`src/rtl/core/fipc_pkg.sv`:
```
package fipc_pkg;

	// Default sizing
	localparam int NUM_ITEMS_DEF  = 8;
	localparam int COUNT_BITS_DEF = 8;

	// Fixed field widths
	localparam int ITEM_W = 3;
	localparam int SUP_W  = 8;
	localparam int MIN_W  = 8;

	// Result kind codes
	typedef enum logic [1:0] {
		KIND_ITEM = 2'd0,
		KIND_PAIR = 2'd1,
		KIND_NONE = 2'd2
	} kind_t;

endpackage

```
`src/rtl/core/frequent_item_pair_counter_top.sv`:
```
// Update: a repeated or out-of-range item goes straight to the end-of-transaction step; a
// new item walks every usable item, reading and incrementing the pair count with each item
// already present in the transaction, then increments its own item count.
// Report on end of data: each usable item is compared, then each candidate pair of frequent
// items is read from RAM and compared, then a closing step; a stalled output holds the walk.
// One shared saturating incrementer updates every count; one comparator checks every support.
// Reset (arst_n low) clears counts, presence bits, sequencer and output; min_support = 1.
module frequent_item_pair_counter_top
	import fipc_pkg::*;
#(
	parameter int NUM_ITEMS  = NUM_ITEMS_DEF,
	parameter int COUNT_BITS = COUNT_BITS_DEF
) (
	input  logic              clk,
	input  logic              arst_n,
	// item input
	input  logic              in_valid,
	output logic              in_stall,
	input  logic [ITEM_W-1:0] item_code,
	input  logic              end_of_transaction,
	input  logic              end_of_data,
	// configuration
	input  logic              cfg_valid,
	output logic              cfg_ready,
	input  logic [MIN_W-1:0]  min_support,
	// result output
	output logic              out_valid,
	input  logic              out_stall,
	output logic [1:0]        result_kind,
	output logic [ITEM_W-1:0] first_item,
	output logic [ITEM_W-1:0] second_item,
	output logic [SUP_W-1:0]  support_count,
	output logic              last_result
);

	localparam int U      = (NUM_ITEMS < 8) ? NUM_ITEMS : 8;
	localparam int IDX_W  = $clog2(U);
	localparam int PDEPTH = U * U;
	localparam int AW     = $clog2(PDEPTH);
	localparam int CMP_W  = (COUNT_BITS > SUP_W) ? COUNT_BITS : SUP_W;
	localparam logic [IDX_W-1:0] LAST_IDX = IDX_W'(U - 1);
	localparam logic [IDX_W-1:0] PEN_IDX  = IDX_W'(U - 2);

	typedef enum logic [8:0] {
		ST_IDLE     = 9'b000000001,
		ST_PAIR_RD  = 9'b000000010,
		ST_PAIR_WR  = 9'b000000100,
		ST_ITEM_INC = 9'b000001000,
		ST_TX_END   = 9'b000010000,
		ST_REP_ITEM = 9'b000100000,
		ST_REP_RD   = 9'b001000000,
		ST_REP_CMP  = 9'b010000000,
		ST_REP_DONE = 9'b100000000
	} state_t;

	state_t                 state_q;
	logic [MIN_W-1:0]       min_q;
	logic [IDX_W-1:0]       code_q;
	logic                   eot_q;
	logic                   eod_q;
	logic [IDX_W-1:0]       i_q;
	logic [IDX_W-1:0]       j_q;
	logic [U-1:0]           present_q;
	logic [U-1:0]           freq_q;
	logic [COUNT_BITS-1:0]  item_cnt_q [U];
	logic [PDEPTH-1:0]      pair_vld_q;

	logic                   pend_vld_q;
	kind_t                  pend_kind_q;
	logic [ITEM_W-1:0]      pend_first_q;
	logic [ITEM_W-1:0]      pend_second_q;
	logic [SUP_W-1:0]       pend_sup_q;

	logic                   out_valid_q;
	kind_t                  out_kind_q;
	logic [ITEM_W-1:0]      out_first_q;
	logic [ITEM_W-1:0]      out_second_q;
	logic [SUP_W-1:0]       out_sup_q;
	logic                   out_last_q;

	logic                   in_acc;
	logic                   code_ok;
	logic [IDX_W-1:0]       in_idx;
	logic [IDX_W-1:0]       lo;
	logic [IDX_W-1:0]       hi;
	logic [AW-1:0]          pair_addr;
	logic                   ram_we;
	logic                   ram_re;
	logic [COUNT_BITS-1:0]  ram_rdata;
	logic [COUNT_BITS-1:0]  pair_cur;
	logic [IDX_W-1:0]       item_idx;
	logic [COUNT_BITS-1:0]  item_rd;
	logic [COUNT_BITS-1:0]  inc_in;
	logic [COUNT_BITS-1:0]  inc_out;
	logic [COUNT_BITS-1:0]  cmp_in;
	logic                   cmp_hit;
	logic                   out_free;
	logic                   hit_step;
	logic                   can_emit;
	logic                   load_out;
	kind_t                  new_kind;
	logic [ITEM_W-1:0]      new_first;
	logic [ITEM_W-1:0]      new_second;
	logic [SUP_W-1:0]       new_sup;
	logic                   upd_last;
	logic                   rep_pair_last;

	// Clamp a count to the 8-bit reported support
	function automatic logic [SUP_W-1:0] sup_clamp(input logic [COUNT_BITS-1:0] v);
		logic [CMP_W-1:0] ext;
		ext = CMP_W'(v);
		return (ext > CMP_W'(8'hFF)) ? 8'hFF : ext[SUP_W-1:0];
	endfunction

	// Handshakes
	assign in_stall  = (state_q != ST_IDLE);
	assign in_acc    = in_valid && !in_stall;
	assign cfg_ready = 1'b1;
	assign out_free  = !out_valid_q || !out_stall;

	assign code_ok = ({1'b0, item_code} < (ITEM_W + 1)'(U));
	assign in_idx  = item_code[IDX_W-1:0];

	// Select pair coordinates: update pairs code with j, report walks i < j
	always_comb begin
		if (state_q == ST_REP_RD || state_q == ST_REP_CMP) begin
			lo = i_q;
			hi = j_q;
		end else if (j_q < code_q) begin
			lo = j_q;
			hi = code_q;
		end else begin
			lo = code_q;
			hi = j_q;
		end
	end

	assign pair_addr = AW'(lo) * AW'(U) + AW'(hi);
	assign ram_we    = (state_q == ST_PAIR_WR);
	assign ram_re    = ((state_q == ST_PAIR_RD) && present_q[j_q]) ||
	                   ((state_q == ST_REP_RD) && freq_q[i_q] && freq_q[j_q]);
	assign pair_cur  = pair_vld_q[pair_addr] ? ram_rdata : '0;

	fipc_ram #(
		.WIDTH(COUNT_BITS),
		.DEPTH(PDEPTH)
	) u_pair_ram (
		.clk   (clk),
		.we    (ram_we),
		.waddr (pair_addr),
		.wdata (inc_out),
		.re    (ram_re),
		.raddr (pair_addr),
		.rdata (ram_rdata)
	);

	// Shared incrementer and comparator
	assign item_idx = (state_q == ST_REP_ITEM) ? i_q : code_q;
	assign item_rd  = item_cnt_q[item_idx];
	assign inc_in   = (state_q == ST_PAIR_WR) ? pair_cur : item_rd;
	assign inc_out  = (&inc_in) ? inc_in : inc_in + 1'b1;
	assign cmp_in   = (state_q == ST_REP_CMP) ? pair_cur : item_rd;
	assign cmp_hit  = CMP_W'(cmp_in) >= CMP_W'(min_q);

	// Candidate result from the report walk
	assign new_kind   = (state_q == ST_REP_ITEM) ? KIND_ITEM : KIND_PAIR;
	assign new_first  = ITEM_W'(i_q);
	assign new_second = (state_q == ST_REP_ITEM) ? '0 : ITEM_W'(j_q);
	assign new_sup    = sup_clamp(cmp_in);

	assign hit_step = ((state_q == ST_REP_ITEM) || (state_q == ST_REP_CMP)) && cmp_hit;
	assign can_emit = !pend_vld_q || out_free;
	assign load_out = (hit_step && pend_vld_q && out_free) ||
	                  ((state_q == ST_REP_DONE) && out_free);

	assign upd_last      = (j_q == LAST_IDX);
	assign rep_pair_last = (j_q == LAST_IDX) && (i_q == PEN_IDX);

	// Sequencer
	always_ff @(posedge clk or negedge arst_n) begin
		if (!arst_n) begin
			state_q    <= ST_IDLE;
			min_q      <= MIN_W'(1);
			code_q     <= '0;
			eot_q      <= 1'b0;
			eod_q      <= 1'b0;
			i_q        <= '0;
			j_q        <= '0;
			present_q  <= '0;
			freq_q     <= '0;
			pair_vld_q <= '0;
			pend_vld_q <= 1'b0;
			for (int k = 0; k < U; k++) begin
				item_cnt_q[k] <= '0;
			end
		end else begin
			if (cfg_valid && cfg_ready) begin
				min_q <= min_support;
			end
			unique case (state_q)
				ST_IDLE: begin
					if (in_acc) begin
						code_q <= in_idx;
						eot_q  <= end_of_transaction;
						eod_q  <= end_of_data;
						j_q    <= '0;
						if (code_ok && !present_q[in_idx]) begin
							state_q <= ST_PAIR_RD;
						end else begin
							state_q <= ST_TX_END;
						end
					end
				end
				ST_PAIR_RD: begin
					// skip items not in this transaction
					if (present_q[j_q]) begin
						state_q <= ST_PAIR_WR;
					end else if (upd_last) begin
						state_q <= ST_ITEM_INC;
					end else begin
						j_q <= j_q + 1'b1;
					end
				end
				ST_PAIR_WR: begin
					pair_vld_q[pair_addr] <= 1'b1;
					if (upd_last) begin
						state_q <= ST_ITEM_INC;
					end else begin
						j_q     <= j_q + 1'b1;
						state_q <= ST_PAIR_RD;
					end
				end
				ST_ITEM_INC: begin
					item_cnt_q[code_q] <= inc_out;
					present_q[code_q]  <= 1'b1;
					state_q            <= ST_TX_END;
				end
				ST_TX_END: begin
					if (eot_q || eod_q) begin
						present_q <= '0;
					end
					if (eod_q) begin
						i_q     <= '0;
						state_q <= ST_REP_ITEM;
					end else begin
						state_q <= ST_IDLE;
					end
				end
				ST_REP_ITEM: begin
					// hold while a hit cannot move the pending result out
					if (!cmp_hit || can_emit) begin
						if (cmp_hit) begin
							freq_q[i_q] <= 1'b1;
						end
						if (i_q == LAST_IDX) begin
							i_q     <= '0;
							j_q     <= IDX_W'(1);
							state_q <= ST_REP_RD;
						end else begin
							i_q <= i_q + 1'b1;
						end
					end
				end
				ST_REP_RD: begin
					if (freq_q[i_q] && freq_q[j_q]) begin
						state_q <= ST_REP_CMP;
					end else if (rep_pair_last) begin
						state_q <= ST_REP_DONE;
					end else if (j_q == LAST_IDX) begin
						i_q <= i_q + 1'b1;
						j_q <= i_q + IDX_W'(2);
					end else begin
						j_q <= j_q + 1'b1;
					end
				end
				ST_REP_CMP: begin
					if (!cmp_hit || can_emit) begin
						if (rep_pair_last) begin
							state_q <= ST_REP_DONE;
						end else begin
							state_q <= ST_REP_RD;
							if (j_q == LAST_IDX) begin
								i_q <= i_q + 1'b1;
								j_q <= i_q + IDX_W'(2);
							end else begin
								j_q <= j_q + 1'b1;
							end
						end
					end
				end
				ST_REP_DONE: begin
					// flush the final result and clear all counts
					if (out_free) begin
						freq_q     <= '0;
						pair_vld_q <= '0;
						for (int k = 0; k < U; k++) begin
							item_cnt_q[k] <= '0;
						end
						state_q <= ST_IDLE;
					end
				end
				default: begin
					state_q <= ST_IDLE;
				end
			endcase

			// Advance the pending result
			if (hit_step && can_emit) begin
				pend_vld_q <= 1'b1;
			end else if ((state_q == ST_REP_DONE) && out_free) begin
				pend_vld_q <= 1'b0;
			end
		end
	end

	// Pending result payload
	always_ff @(posedge clk) begin
		if (hit_step && can_emit) begin
			pend_kind_q   <= new_kind;
			pend_first_q  <= new_first;
			pend_second_q <= new_second;
			pend_sup_q    <= new_sup;
		end
	end

	// Output register control
	always_ff @(posedge clk or negedge arst_n) begin
		if (!arst_n) begin
			out_valid_q <= 1'b0;
		end else if (load_out) begin
			out_valid_q <= 1'b1;
		end else if (!out_stall) begin
			out_valid_q <= 1'b0;
		end
	end

	// Output register payload: pending result, or none when nothing qualified
	always_ff @(posedge clk) begin
		if (load_out) begin
			out_last_q <= (state_q == ST_REP_DONE);
			if (pend_vld_q) begin
				out_kind_q   <= pend_kind_q;
				out_first_q  <= pend_first_q;
				out_second_q <= pend_second_q;
				out_sup_q    <= pend_sup_q;
			end else begin
				out_kind_q   <= KIND_NONE;
				out_first_q  <= '0;
				out_second_q <= '0;
				out_sup_q    <= '0;
			end
		end
	end

	assign out_valid     = out_valid_q;
	assign result_kind   = out_kind_q;
	assign first_item    = out_first_q;
	assign second_item   = out_second_q;
	assign support_count = out_sup_q;
	assign last_result   = out_last_q;

endmodule

```
`src/rtl/core/fipc_ram.sv`:
```
module fipc_ram
	import fipc_pkg::*;
#(
	parameter int WIDTH = COUNT_BITS_DEF,
	parameter int DEPTH = NUM_ITEMS_DEF * NUM_ITEMS_DEF
) (
	input  logic                     clk,
	input  logic                     we,
	input  logic [$clog2(DEPTH)-1:0] waddr,
	input  logic [WIDTH-1:0]         wdata,
	input  logic                     re,
	input  logic [$clog2(DEPTH)-1:0] raddr,
	output logic [WIDTH-1:0]         rdata
);

	logic [WIDTH-1:0] mem [DEPTH];

	// Write port and registered read port
	always_ff @(posedge clk) begin
		if (we) begin
			mem[waddr] <= wdata;
		end
		if (re) begin
			rdata <= mem[raddr];
		end
	end

endmodule

```
`config.mk`:
```
export PLATFORM = sky130hd
export DESIGN_NAME = frequent_item_pair_counter_top
export DESIGN_NICKNAME = d
export VERILOG_FILES = /design/src/rtl/core/fipc_pkg.sv /design/src/rtl/core/frequent_item_pair_counter_top.sv /design/src/rtl/core/fipc_ram.sv
export SDC_FILE = /design/constraint.sdc
export NUM_CORES = 1
export LEC_CHECK = 0
export BUFFER_PORTS_ARGS = -buffer_cell sky130_fd_sc_hd__buf_2
export CORE_ASPECT_RATIO = 1.2
export CORE_UTILIZATION = 50
export DETAILED_ROUTE_END_ITERATION = 7
export PLACE_DENSITY = 0.66
export SETUP_SLACK_MARGIN = 0.15
export SLEW_MARGIN = 20
export SYNTH_ARGS = -nofsm -noshare
export SYNTH_HDL_FRONTEND = slang
export SYNTH_SLANG_ARGS = --single-unit
```
`constraint.sdc`:
```
create_clock -name clk -period 7.3 [get_ports clk]
set_clock_uncertainty 0.15 [all_clocks]
set_input_delay 0.365 -clock clk [delete_from_list [all_inputs] [get_ports clk]]
set_output_delay 0.365 -clock clk [all_outputs]
set_load 0.01 [all_outputs]
```
* Yosys cells after proc, flatten, opt, wreduce, memory -nomap -nowiden
Memory sizes are Yosys's and may differ from the RTL's. A register that Yosys moved wholly into a read port is not among the register bits.
Cells that the tools add are included.
Widths: inputs -> output; s select.
** Word-level totals
- Bits in read-only memories :: 0
- Bits in writable memories :: 512
- Output and inout port bits :: 20
- Bits in latches :: 0
- Memories :: 1
- Bits of input ports :: 18
- Bits in registers :: 207
- Word-level logic and storage cells :: 203
** Memory list
- u_pair_ram.mem :: depth 64, bits a word 8, rd ports 1, clocked after memory_dff 1, write ports 1, RTL line fipc_ram.sv:16 : logic [WIDTH-1:0] mem [DEPTH];
** Cells by class
- Divide/modulo/power cells :: 0
- Multiplexer cells :: 79
- Equal/unequal tests :: 26
- $add $sub $neg :: 5
- Multiply operators :: 0
- Reduce and logical (&&, ||, !) cells :: 44
- $lt $le $gt $ge :: 14
- Shifts and indexed selects :: 0
- Bitwise operators :: 5
** Operators with widths (number)
- $pmux 64 s2 :: 2
- $mux 9 :: 10
- $mux 8 :: 11
- $pmux 9 s9 :: 1
- $bwmux 64 :: 1
- $mux 64 :: 1
- $or 64x64->64 :: 1
- $mux 3 :: 21
- $pmux 8 s2 :: 2
- $bmux 8 s3 :: 1
- $demux 8 s3 :: 1
- $pmux 3 s6 :: 1
- $lt 3x4->1 const B :: 4
- $or 8x8->8 :: 2
- $logic_and 1x1->1 :: 15
- $mux 1 :: 15
- $ne 2x2->1 const B :: 7
- $reduce_and 7->1 :: 2
- $bmux 1 s3 :: 4
- $pmux 3 s4 :: 1
- $reduce_bool 2->1 :: 5
- $eq 3x3->1 const B :: 3
- $eq 9x1->1 const B :: 1
- $eq 9x2->1 const B :: 1
- other kinds (37) :: 60

* Longest topological paths before layout
Gate-level depths: netlist of the first run.
- Word-level depth :: 14
- Gate-level depth with buffers :: 27
- Gate-level depth less buffers :: 24

* By module
Synthesis of the first run repeated with hierarchy kept, for this count alone.
** Unflattened totals
- Cell total of the unflattened synthesis :: 1949
- Area total of the unflattened synthesis :: 30673.2 sq um
** Modules (own cells, without submodules)
- fipc_ram :: area an instance 20240.7 sq um, seq. area each 15615.0 sq um, cells each 940, times used 1
- frequent_item_pair_counter_top :: area an instance 10432.5 sq um, seq. area each 5317.6 sq um, cells each 1009, times used 1

* Worst setup path before layout of the first run
OpenSTA, ideal clock, no wires.
- Path kind :: reg-to-reg
- Start :: reg code_q[2]
- End :: reg j_q[1]
- Clock period less this slack :: 6375 ps
- Path buffers :: 2
- Arrival time :: 6100 ps
- Slack :: 925 ps
- Required time :: 7025 ps
- Setup time :: 125 ps
- Stages on the path, launching flop included :: 27
- Cell sequence :: dfrtp_1 clkbuf_1 inv_1 ha_1 o21ba_2 a21oi_1 o31ai_2 clkbuf_1 nand2_1 a32oi_1 a21oi_1 nor4_4 and3_1 a21oi_1 ha_1 nand2b_1 a21o_1 a21o_1 a21o_1 a21o_1 a21o_1 a21o_1 a21oi_1 o21ai_0 a21oi_1 nor4bb_1 mux2_2
** Between the ends
- Longest elaborated chain between the ends :: 13
- Elaborated cells between the ends (all ways) :: 21
- Those cells by class :: 1 x add/sub; 2 x order compare; 2 x eq/ne; 12 x mux; 1 x bitwise; 3 x reduce/logical
** Ends and longest elaborated chain
- start, declared :: RTL line frequent_item_pair_counter_top.sv:58 : logic [IDX_W-1:0] code_q;
- start signal, assigned :: RTL line frequent_item_pair_counter_top.sv:203 : code_q <= in_idx;
- $lt 3x3->1 :: RTL line frequent_item_pair_counter_top.sv:129 : end else if (j_q < code_q) begin
- $mux 3 :: RTL line frequent_item_pair_counter_top.sv:129
- $mux 3 :: RTL line frequent_item_pair_counter_top.sv:126 : if (state_q == ST_REP_RD || state_q == ST_REP_CMP) begin
- $add 6x3->6 :: RTL line frequent_item_pair_counter_top.sv:138 : assign pair_addr = AW'(lo) * AW'(U) + AW'(hi);
- $bmux 1 s6 :: RTL line frequent_item_pair_counter_top.sv:142 : assign pair_cur = pair_vld_q[pair_addr] ? ram_rdata : '0;
- $mux 1 (implied by the code) :: RTL line frequent_item_pair_counter_top.sv:142
- $mux 8 :: RTL line frequent_item_pair_counter_top.sv:142
- $mux 8 (*) :: RTL line frequent_item_pair_counter_top.sv:162 : assign cmp_in = (state_q == ST_REP_CMP) ? pair_cur : item_rd;
- $ge 8x8->1 (*) :: RTL line frequent_item_pair_counter_top.sv:163 : assign cmp_hit = CMP_W'(cmp_in) >= CMP_W'(min_q);
- $logic_not 1->1 (*) :: RTL line frequent_item_pair_counter_top.sv:251, frequent_item_pair_counter_top.sv:277
- $logic_or 1x1->1 (*) :: RTL line frequent_item_pair_counter_top.sv:251, frequent_item_pair_counter_top.sv:277
- $ne 2x1->1 (no line)
- $reduce_and 7->1 (no line) (*)
- end signal, assigned :: RTL line frequent_item_pair_counter_top.sv:273 : j_q <= j_q + 1'b1;
- end signal, assigned :: RTL line frequent_item_pair_counter_top.sv:284 : j_q <= i_q + IDX_W'(2);
- end signal, assigned :: RTL line frequent_item_pair_counter_top.sv:286 : j_q <= j_q + 1'b1;
- end, declared :: RTL line frequent_item_pair_counter_top.sv:62 : logic [IDX_W-1:0] j_q;
Every way passes the cells marked *; elsewhere a longest branch is shown, timed or not. The select of a mux whose other input is x is not followed.
A chain may end at the register's enable or synchronous reset.

* Worst setup path in the final report of the first run
- Start :: reg j_q[2]
- End :: reg j_q[1]
** Between the ends
- Longest elaborated chain between the ends :: 13
- Elaborated cells between the ends (all ways) :: 32
- Those cells by class :: 1 x add/sub; 2 x order compare; 5 x eq/ne; 19 x mux; 5 x reduce/logical
** Ends and longest elaborated chain
- start signal, assigned :: RTL line frequent_item_pair_counter_top.sv:221 : j_q <= j_q + 1'b1;
- start signal, assigned :: RTL line frequent_item_pair_counter_top.sv:229 : j_q <= j_q + 1'b1;
- start signal, assigned :: RTL line frequent_item_pair_counter_top.sv:271 : j_q <= i_q + IDX_W'(2);
- $lt 3x3->1 :: RTL line frequent_item_pair_counter_top.sv:129
- $mux 3 :: RTL line frequent_item_pair_counter_top.sv:129
- $mux 3 :: RTL line frequent_item_pair_counter_top.sv:126
- $add 6x3->6 :: RTL line frequent_item_pair_counter_top.sv:138
- $bmux 1 s6 :: RTL line frequent_item_pair_counter_top.sv:142
- $mux 1 (implied by the code) :: RTL line frequent_item_pair_counter_top.sv:142
- $mux 8 :: RTL line frequent_item_pair_counter_top.sv:142
- $mux 8 :: RTL line frequent_item_pair_counter_top.sv:162
- $ge 8x8->1 :: RTL line frequent_item_pair_counter_top.sv:163
- $logic_not 1->1 :: RTL line frequent_item_pair_counter_top.sv:251, frequent_item_pair_counter_top.sv:277
- $logic_or 1x1->1 :: RTL line frequent_item_pair_counter_top.sv:251, frequent_item_pair_counter_top.sv:277
- $ne 2x1->1 (no line)
- $reduce_and 7->1 (no line)
Parallel ways exist; a longest one is shown, timed or not. The select of a mux whose other input is x is not followed.

==> metrics.cfg, run 1 <==
[run_status]
status=finished clean

[synth]
yosysSeqAreaShare_pct=71.3
netlist_instances=2077
ys_warn_count=0
async_reset_ff_share_pct=24.0
syn_area_sq_um=29300
synth_seq_cells=726
syn_nets=2117
synth_cell_types=78
synth_edf_count=552
synthFlopType=edfxtp_1
syn_area_per_cell_sq_um=14.1

[grt]
gr-max-usage-layer=met2
grt_usage_pct=27.1
antenna_found_initial=0
grt_util_met3_pct=3.83
met1_usage_pct=34.6
grt_pass1_vias=18721
grt_max_degree=101
grt_overflow=0
grt_pass1_wl_um=119000
grt_use_met2_pct=45.9

[layout]
final_cell_area_sq_um=33300
final_cells=2980
mostFrequentLayoutCell=edfxtp_1
final_util_pct=57.9
final_cell_mix=552 x edfxtp_1, 204 x nor2_1, 182 x nand2_1, 172 x dfrtp_1, 140 x a22oi_1
syn2layout_area_growth_pct=13.5
diodes=0
drive_gt1_share_pct=13.1
finalNetCount=2231

[run]
maxCapViolCount=0

[place]
place.gp.congestion=0.894
dp_hpwl_um=49900
dpl_cell_area_sq_um=30700
dp_cells=2811
io_buffers=36

[pwr]
p_leak_nw=11.7
vdd_drop_max_mv=0.361
p_per_area_nw_per_um2=447
p_total_mw=14.9

[worst_setup_path]
end_kind=register
critPathMostFrequentCell=a21o_1
path_depth=27
critical_path.top_delay_family=compound AO/OA/AOI/OAI gates
critPathMaxStageDelay_ns=0.49
critPathMaxFanout=32
cp.required_ns=7.64
setup.worst_path.start_class=register
crit_type=reg -> reg
crit_slowest_cell=dfrtp_1
worstPathBufferInverterCount=4
crit_arrival_ns=7.15
reg2reg_depth=27

[clock_network]
clkTransAtPathRegs_ns=0.06
cts_tree=yes
cts_buffers=71
clk_latency_ns=0.63
cts_root_buf=clkbuf_16
cts_buffer_depth=3
cts.sinks=726
htree_levels=3

[route]
dr_total_vias=19134
wire_per_inst_um=26.9
drt-initial-drc-count=2157
drt-pass1-iter-count=7
drc_errors=0
wl_um=80300
viasPerCell=6.42
antenna_left=0

[hold_path]
hold_depth=2
hold_path_class=in -> reg

[floorplan]
dieArea_sq_um=59700
rows=96
fp.coreArea_sq_um=57500
ioPinCount=38
die_width_um=223
initial_core_util_pct=51.0
die_height_um=267

[sta]
relSlewSlack_pct=23.5
finalSetupTns_ns=0
fmax_mhz=147
fin_crit_sh_pct=93.3
setup_viol=0
layout_min_cycle_time_ns=6.81
rsz0062_at_grt=false
hold_viol_final=0
tightest_slew_ns=1.14
maxSlewViolCount=0

-- kinds of logic after synthesis --
| kind of cell | after synthesis | share of synthesized area (%) |
|---|---|---|
| fa+ha+maj | 22 | 0.938 |
| mux | 68 | 3.45 |
| flops | 726 | 71.3 |
| buf+inv | 134 | 1.81 |
| other cells | 1 | 0.0128 |
| xor+xnor | 5 | 0.200 |
| compound gates | 599 | 14.3 |
| simple gates | 522 | 7.99 |
-- path summary, 6_finish.rpt --
check | startpoint | endpoint | slack [ns]
worst max-delay path | j_q[2]$_DFFE_PN0P_ | j_q[1]$_DFFE_PN0P_ | 0.49
worst min-delay path | cfg_valid | min_q[0]$_DFFE_PN1P_ | 0.06
worst max register to register | j_q[2]$_DFFE_PN0P_ | j_q[1]$_DFFE_PN0P_ | 0.49
worst min register to register | item_cnt_q[33]$_DFFE_PN0P_ | item_cnt_q[33]$_DFFE_PN0P_ | 0.33
max in group asynchronous | arst_n | item_cnt_q[47]$_DFFE_PN0P_ | 5.10
min in group asynchronous | arst_n | freq_q[1]$_DFFE_PN0P_ | 0.27
-- repair_timing --
item | 4_1_cts | 5_1_grt
setup endpoints to repair | 1 | 216
buffers inserted | 0 | 11
hold buffers | 30 | 0
resized for setup | 2 | 4
cloned | 1 | 0
hold endpoints to repair | 114 | 0
pin swaps | 1 | 3
-- area by class of cell --
cell class,count,area (sq um)
fillers,4466,24200
flip-flops and latches,726,20900
multi-input cells,1218,8050
clock buffers,98,1920
repair buffers,149,1160
well taps,735,920
clock inverters,29,248
inverters,25,95.1
-- through the flow --
| step | setup slack, ns | hold slack [ns] |
|---|---|---|
| finish | 0.489 | 0.0572 |
| global route | 0.131 | 0.0737 |
| CTS | 0.187 | 0.0152 |
| detailed placement | 0.0331 | 0.322 |
| global placement | 0.231 | 0.313 |
| floorplan | 0.925 | -0.0806 |
-- metal layers --
metal | up-vias | share of wire [%]
li1 | 8327 | -
met1 | 9611 | 39
met2 | 986 | 49
met3 | 210 | 7.5
met4 | 0 | 4.4
met5 | - | 0
-- where the power goes --
group / internal (mW) / switching (mW) / total [mW]
sequential: 5.62 / 0.171 / 5.79
clock: 1.93 / 1.56 / 3.49
combinational: 1.66 / 3.96 / 5.62
-- cells in the mapped netlist, types with 13 or more instances --
| cell | count | area, sq um |
|---|---|---|
| edfxtp_1 | 552 | 16600 |
| clkbuf_1 | 86 | 323 |
| inv_1 | 22 | 82.6 |
| o21ai_1 | 53 | 265 |
| dfrtp_1 | 172 | 4300 |
| a31oi_1 | 47 | 294 |
| a221oi_1 | 50 | 438 |
| a22oi_1 | 140 | 1050 |
| nor3_1 | 13 | 65.1 |
| a22o_1 | 67 | 587 |
| nor2_1 | 205 | 769 |
| mux4_2 | 24 | 541 |
| nand2_1 | 182 | 683 |
| nand3_1 | 24 | 120 |
| buf_1 | 16 | 60.1 |
| mux2i_1 | 31 | 310 |
| a21oi_1 | 119 | 596 |
| a32oi_1 | 17 | 149 |
| and2_1 | 29 | 181 |
| o21ai_0 | 32 | 160 |
| ha_1 | 22 | 275 |
-- flip-flops by register name, summed over array words and instances, names as in the netlist, 8 cells and up --
register / count
min_q: 8
support_count: 8
item_cnt_q: 64
freq_q: 8
u_pair_ram.mem: 512
u_pair_ram.rdata: 8
state_q: 9
present_q: 8
pair_vld_q: 64
pend_sup_q: 8
No activity file was read; power rests on OpenSTA's default activity.
==> run 2: changes to the inputs <==
- CORE_ASPECT_RATIO: 1.2 -> unset
==> metrics.cfg, run 2 (same netlist as run 1, synthesis figures left out) <==
[pwr]
power_frac_seq_pct=38.0
p_int_mw=9.48
switching_power_mw=5.75
p_total_mw=15.2
p_per_area_nw_per_um2=453
switching_share_pct=37.7
p_comb_share_pct=36.3
clkPwrFrac_pct=25.7
p_leak_nw=11.8
vdd_drop_max_mv=0.538

[sta]
hold_viol_final=0
relSlewSlack_pct=25.0
rsz0062_at_grt=false
maxSlewViolCount=0
finalSetupTns_ns=0
fin_crit_sh_pct=91.8
layout_min_cycle_time_ns=6.70
fmax_mhz=149
tightest_slew_ns=1.12
setup_viol=0

[layout]
final_cells=3004
largest_register_ffs=512
finalNetCount=2217
multi_input_area_sq_um=8050
fill_cells=4515
top_register=u_pair_ram.mem
reg_top3=u_pair_ram.mem (512), item_cnt_q (64), pair_vld_q (64)
drive_gt1_share_pct=13.2
final_util_pct=58.1
syn2layout_area_growth_pct=14.5
mostFrequentLayoutCell=edfxtp_1
seqCellArea_sq_um=20900
final_cell_area_sq_um=33600
final_cell_mix=552 x edfxtp_1, 204 x nor2_1, 182 x nand2_1, 172 x dfrtp_1, 140 x a22oi_1

[clock_network]
htree_levels=3
cts.sinks=726
clkTransAtPathRegs_ns=0.06
cts_buffer_depth=3
cts_root_buf=clkbuf_16
cts_tree=yes
clk_latency_ns=0.63
cts_buffers=75

[floorplan]
die_height_um=244
ioPinCount=38
die_width_um=244
dieArea_sq_um=59700
fp.coreArea_sq_um=57800
rows=88
initial_core_util_pct=50.8

[worst_setup_path]
crit_type=reg -> reg
setup.worst_path.start_class=register
critical_path.top_delay_family=compound AO/OA/AOI/OAI gates
cp.required_ns=7.65
end_kind=register
crit_chain=or4_4 -> nor3_4 -> o31a_2 -> buf_4 -> mux2i_1 -> a32oi_1 -> a21oi_1 -> nor4_4 -> and3_1 -> a21oi_1 -> ha_1 -> nand2b_1 -> a21o_1 -> a21o_1 -> a21o_1 -> a21o_1 -> a21o_1 -> a21o_1 -> a21oi_2 -> o21ai_0 -> a21oi_1 -> nor4bb_4 -> mux2_2
reg2reg_setup_slack_ns=0.60
crit_arrival_ns=7.05
critPathMaxStageDelay_ns=0.60
worstPathBufferInverterCount=1
critPathMaxFanout=23
crit_slowest_cell=or4_4
critPathMostFrequentCell=a21o_1

[place]
dp_cells=2834
place.gp.congestion=0.924
dp_hpwl_um=49100
dpl_cell_area_sq_um=30700
io_buffers=36

[grt]
antenna_found_initial=3
grt_max_degree=73
grt_pass1_vias=19007
grt_usage_pct=27.0
grt_overflow=0
grt_pass1_wl_um=120000

[route]
antenna_left=0
wl_um=80300
viasPerCell=6.41
drc_errors=0
dr_total_vias=19269
drt-pass1-iter-count=6
drt-initial-drc-count=2368
wire_per_inst_um=26.7

[run]
maxCapViolCount=0

[run_status]
status=finished clean

[hold_path]
hold_path_class=in -> reg

## run 2: metrics by stage
| step | worst slack (ns) | hold slack [ns] |
|---|---|---|
| 6_report | 0.601 | 0.0476 |
| 2_1_floorplan | 0.925 | -0.0806 |
| 5_1_grt | 0.207 | 0.0450 |
| 4_1_cts | 0.317 | 0.0146 |
| 3_3_place_gp | 0.307 | 0.213 |
| 3_5_place_dp | 0.0897 | 0.217 |
## run 2: power by group through the flow
stage / clock network, mW / logic (mW) / registers (mW)
2_1_floorplan: 0 / 3.15 / 5.81
3_3_place_gp: 0 / 5.30 / 5.85
4_1_cts: 3.95 / 5.41 / 5.78
6_report: 3.91 / 5.53 / 5.79
3_5_place_dp: 0 / 5.37 / 5.86
5_1_grt: 4.10 / 5.84 / 5.81
## run 2: cell type report
cell class | instances | area share, %
timing repair buffer | 131 | 3.05
antenna | 1 | 0.00745
clock inverter | 37 | 1.39
sequential | 726 | 62.3
clock buffer | 101 | 6.15
multi-input combinational | 1218 | 24.0
inverter | 25 | 0.294
tap | 765 | 2.85
## run 2: path summary, 6_finish.rpt
| kind | start | to | cells after the start |
|---|---|---|---|
| worst min-delay path | cfg_valid | min_q[0]$_DFFE_PN1P_ | 2 |
| min in group asynchronous | arst_n | state_q[4]$_DFFE_PN0P_ | 2 |
| worst max register to register | state_q[8]$_DFFE_PN0P_ | j_q[1]$_DFFE_PN0P_ | 23 |
| max in group asynchronous | arst_n | item_cnt_q[27]$_DFFE_PN0P_ | 4 |
| worst max-delay path | state_q[8]$_DFFE_PN0P_ | j_q[1]$_DFFE_PN0P_ | 23 |
| worst min register to register | item_cnt_q[29]$_DFFE_PN0P_ | item_cnt_q[29]$_DFFE_PN0P_ | 2 |
## run 2: routing by layer
metal,vias up,part of all wire [%],global-route usage [%]
li1,8318,-,-
met1,9715,40,36.6
met2,1038,47,43.4
met3,194,8.9,5.31
met4,4,3.8,9.89
met5,-,0.034,0
## run 2: worst reg2reg max path, delay by kind of cell (launching register included)
kind            cells  cell delay (ns)
compound gates     13             2.53
simple gates        6             2.29
buf+inv             1             0.36
mux                 2             0.54
fa+ha+maj           1             0.27
flops               1             0.44
## run 2: timing repair
action                                  4_1_cts  5_1_grt
pin swaps                                     1        1
endpoints found under the setup margin        1       67
gates cloned                                  0        1
resized for setup                             1        8
setup buffers                                 0        0
hold buffers                                 30        0
hold endpoints to repair                     72        0
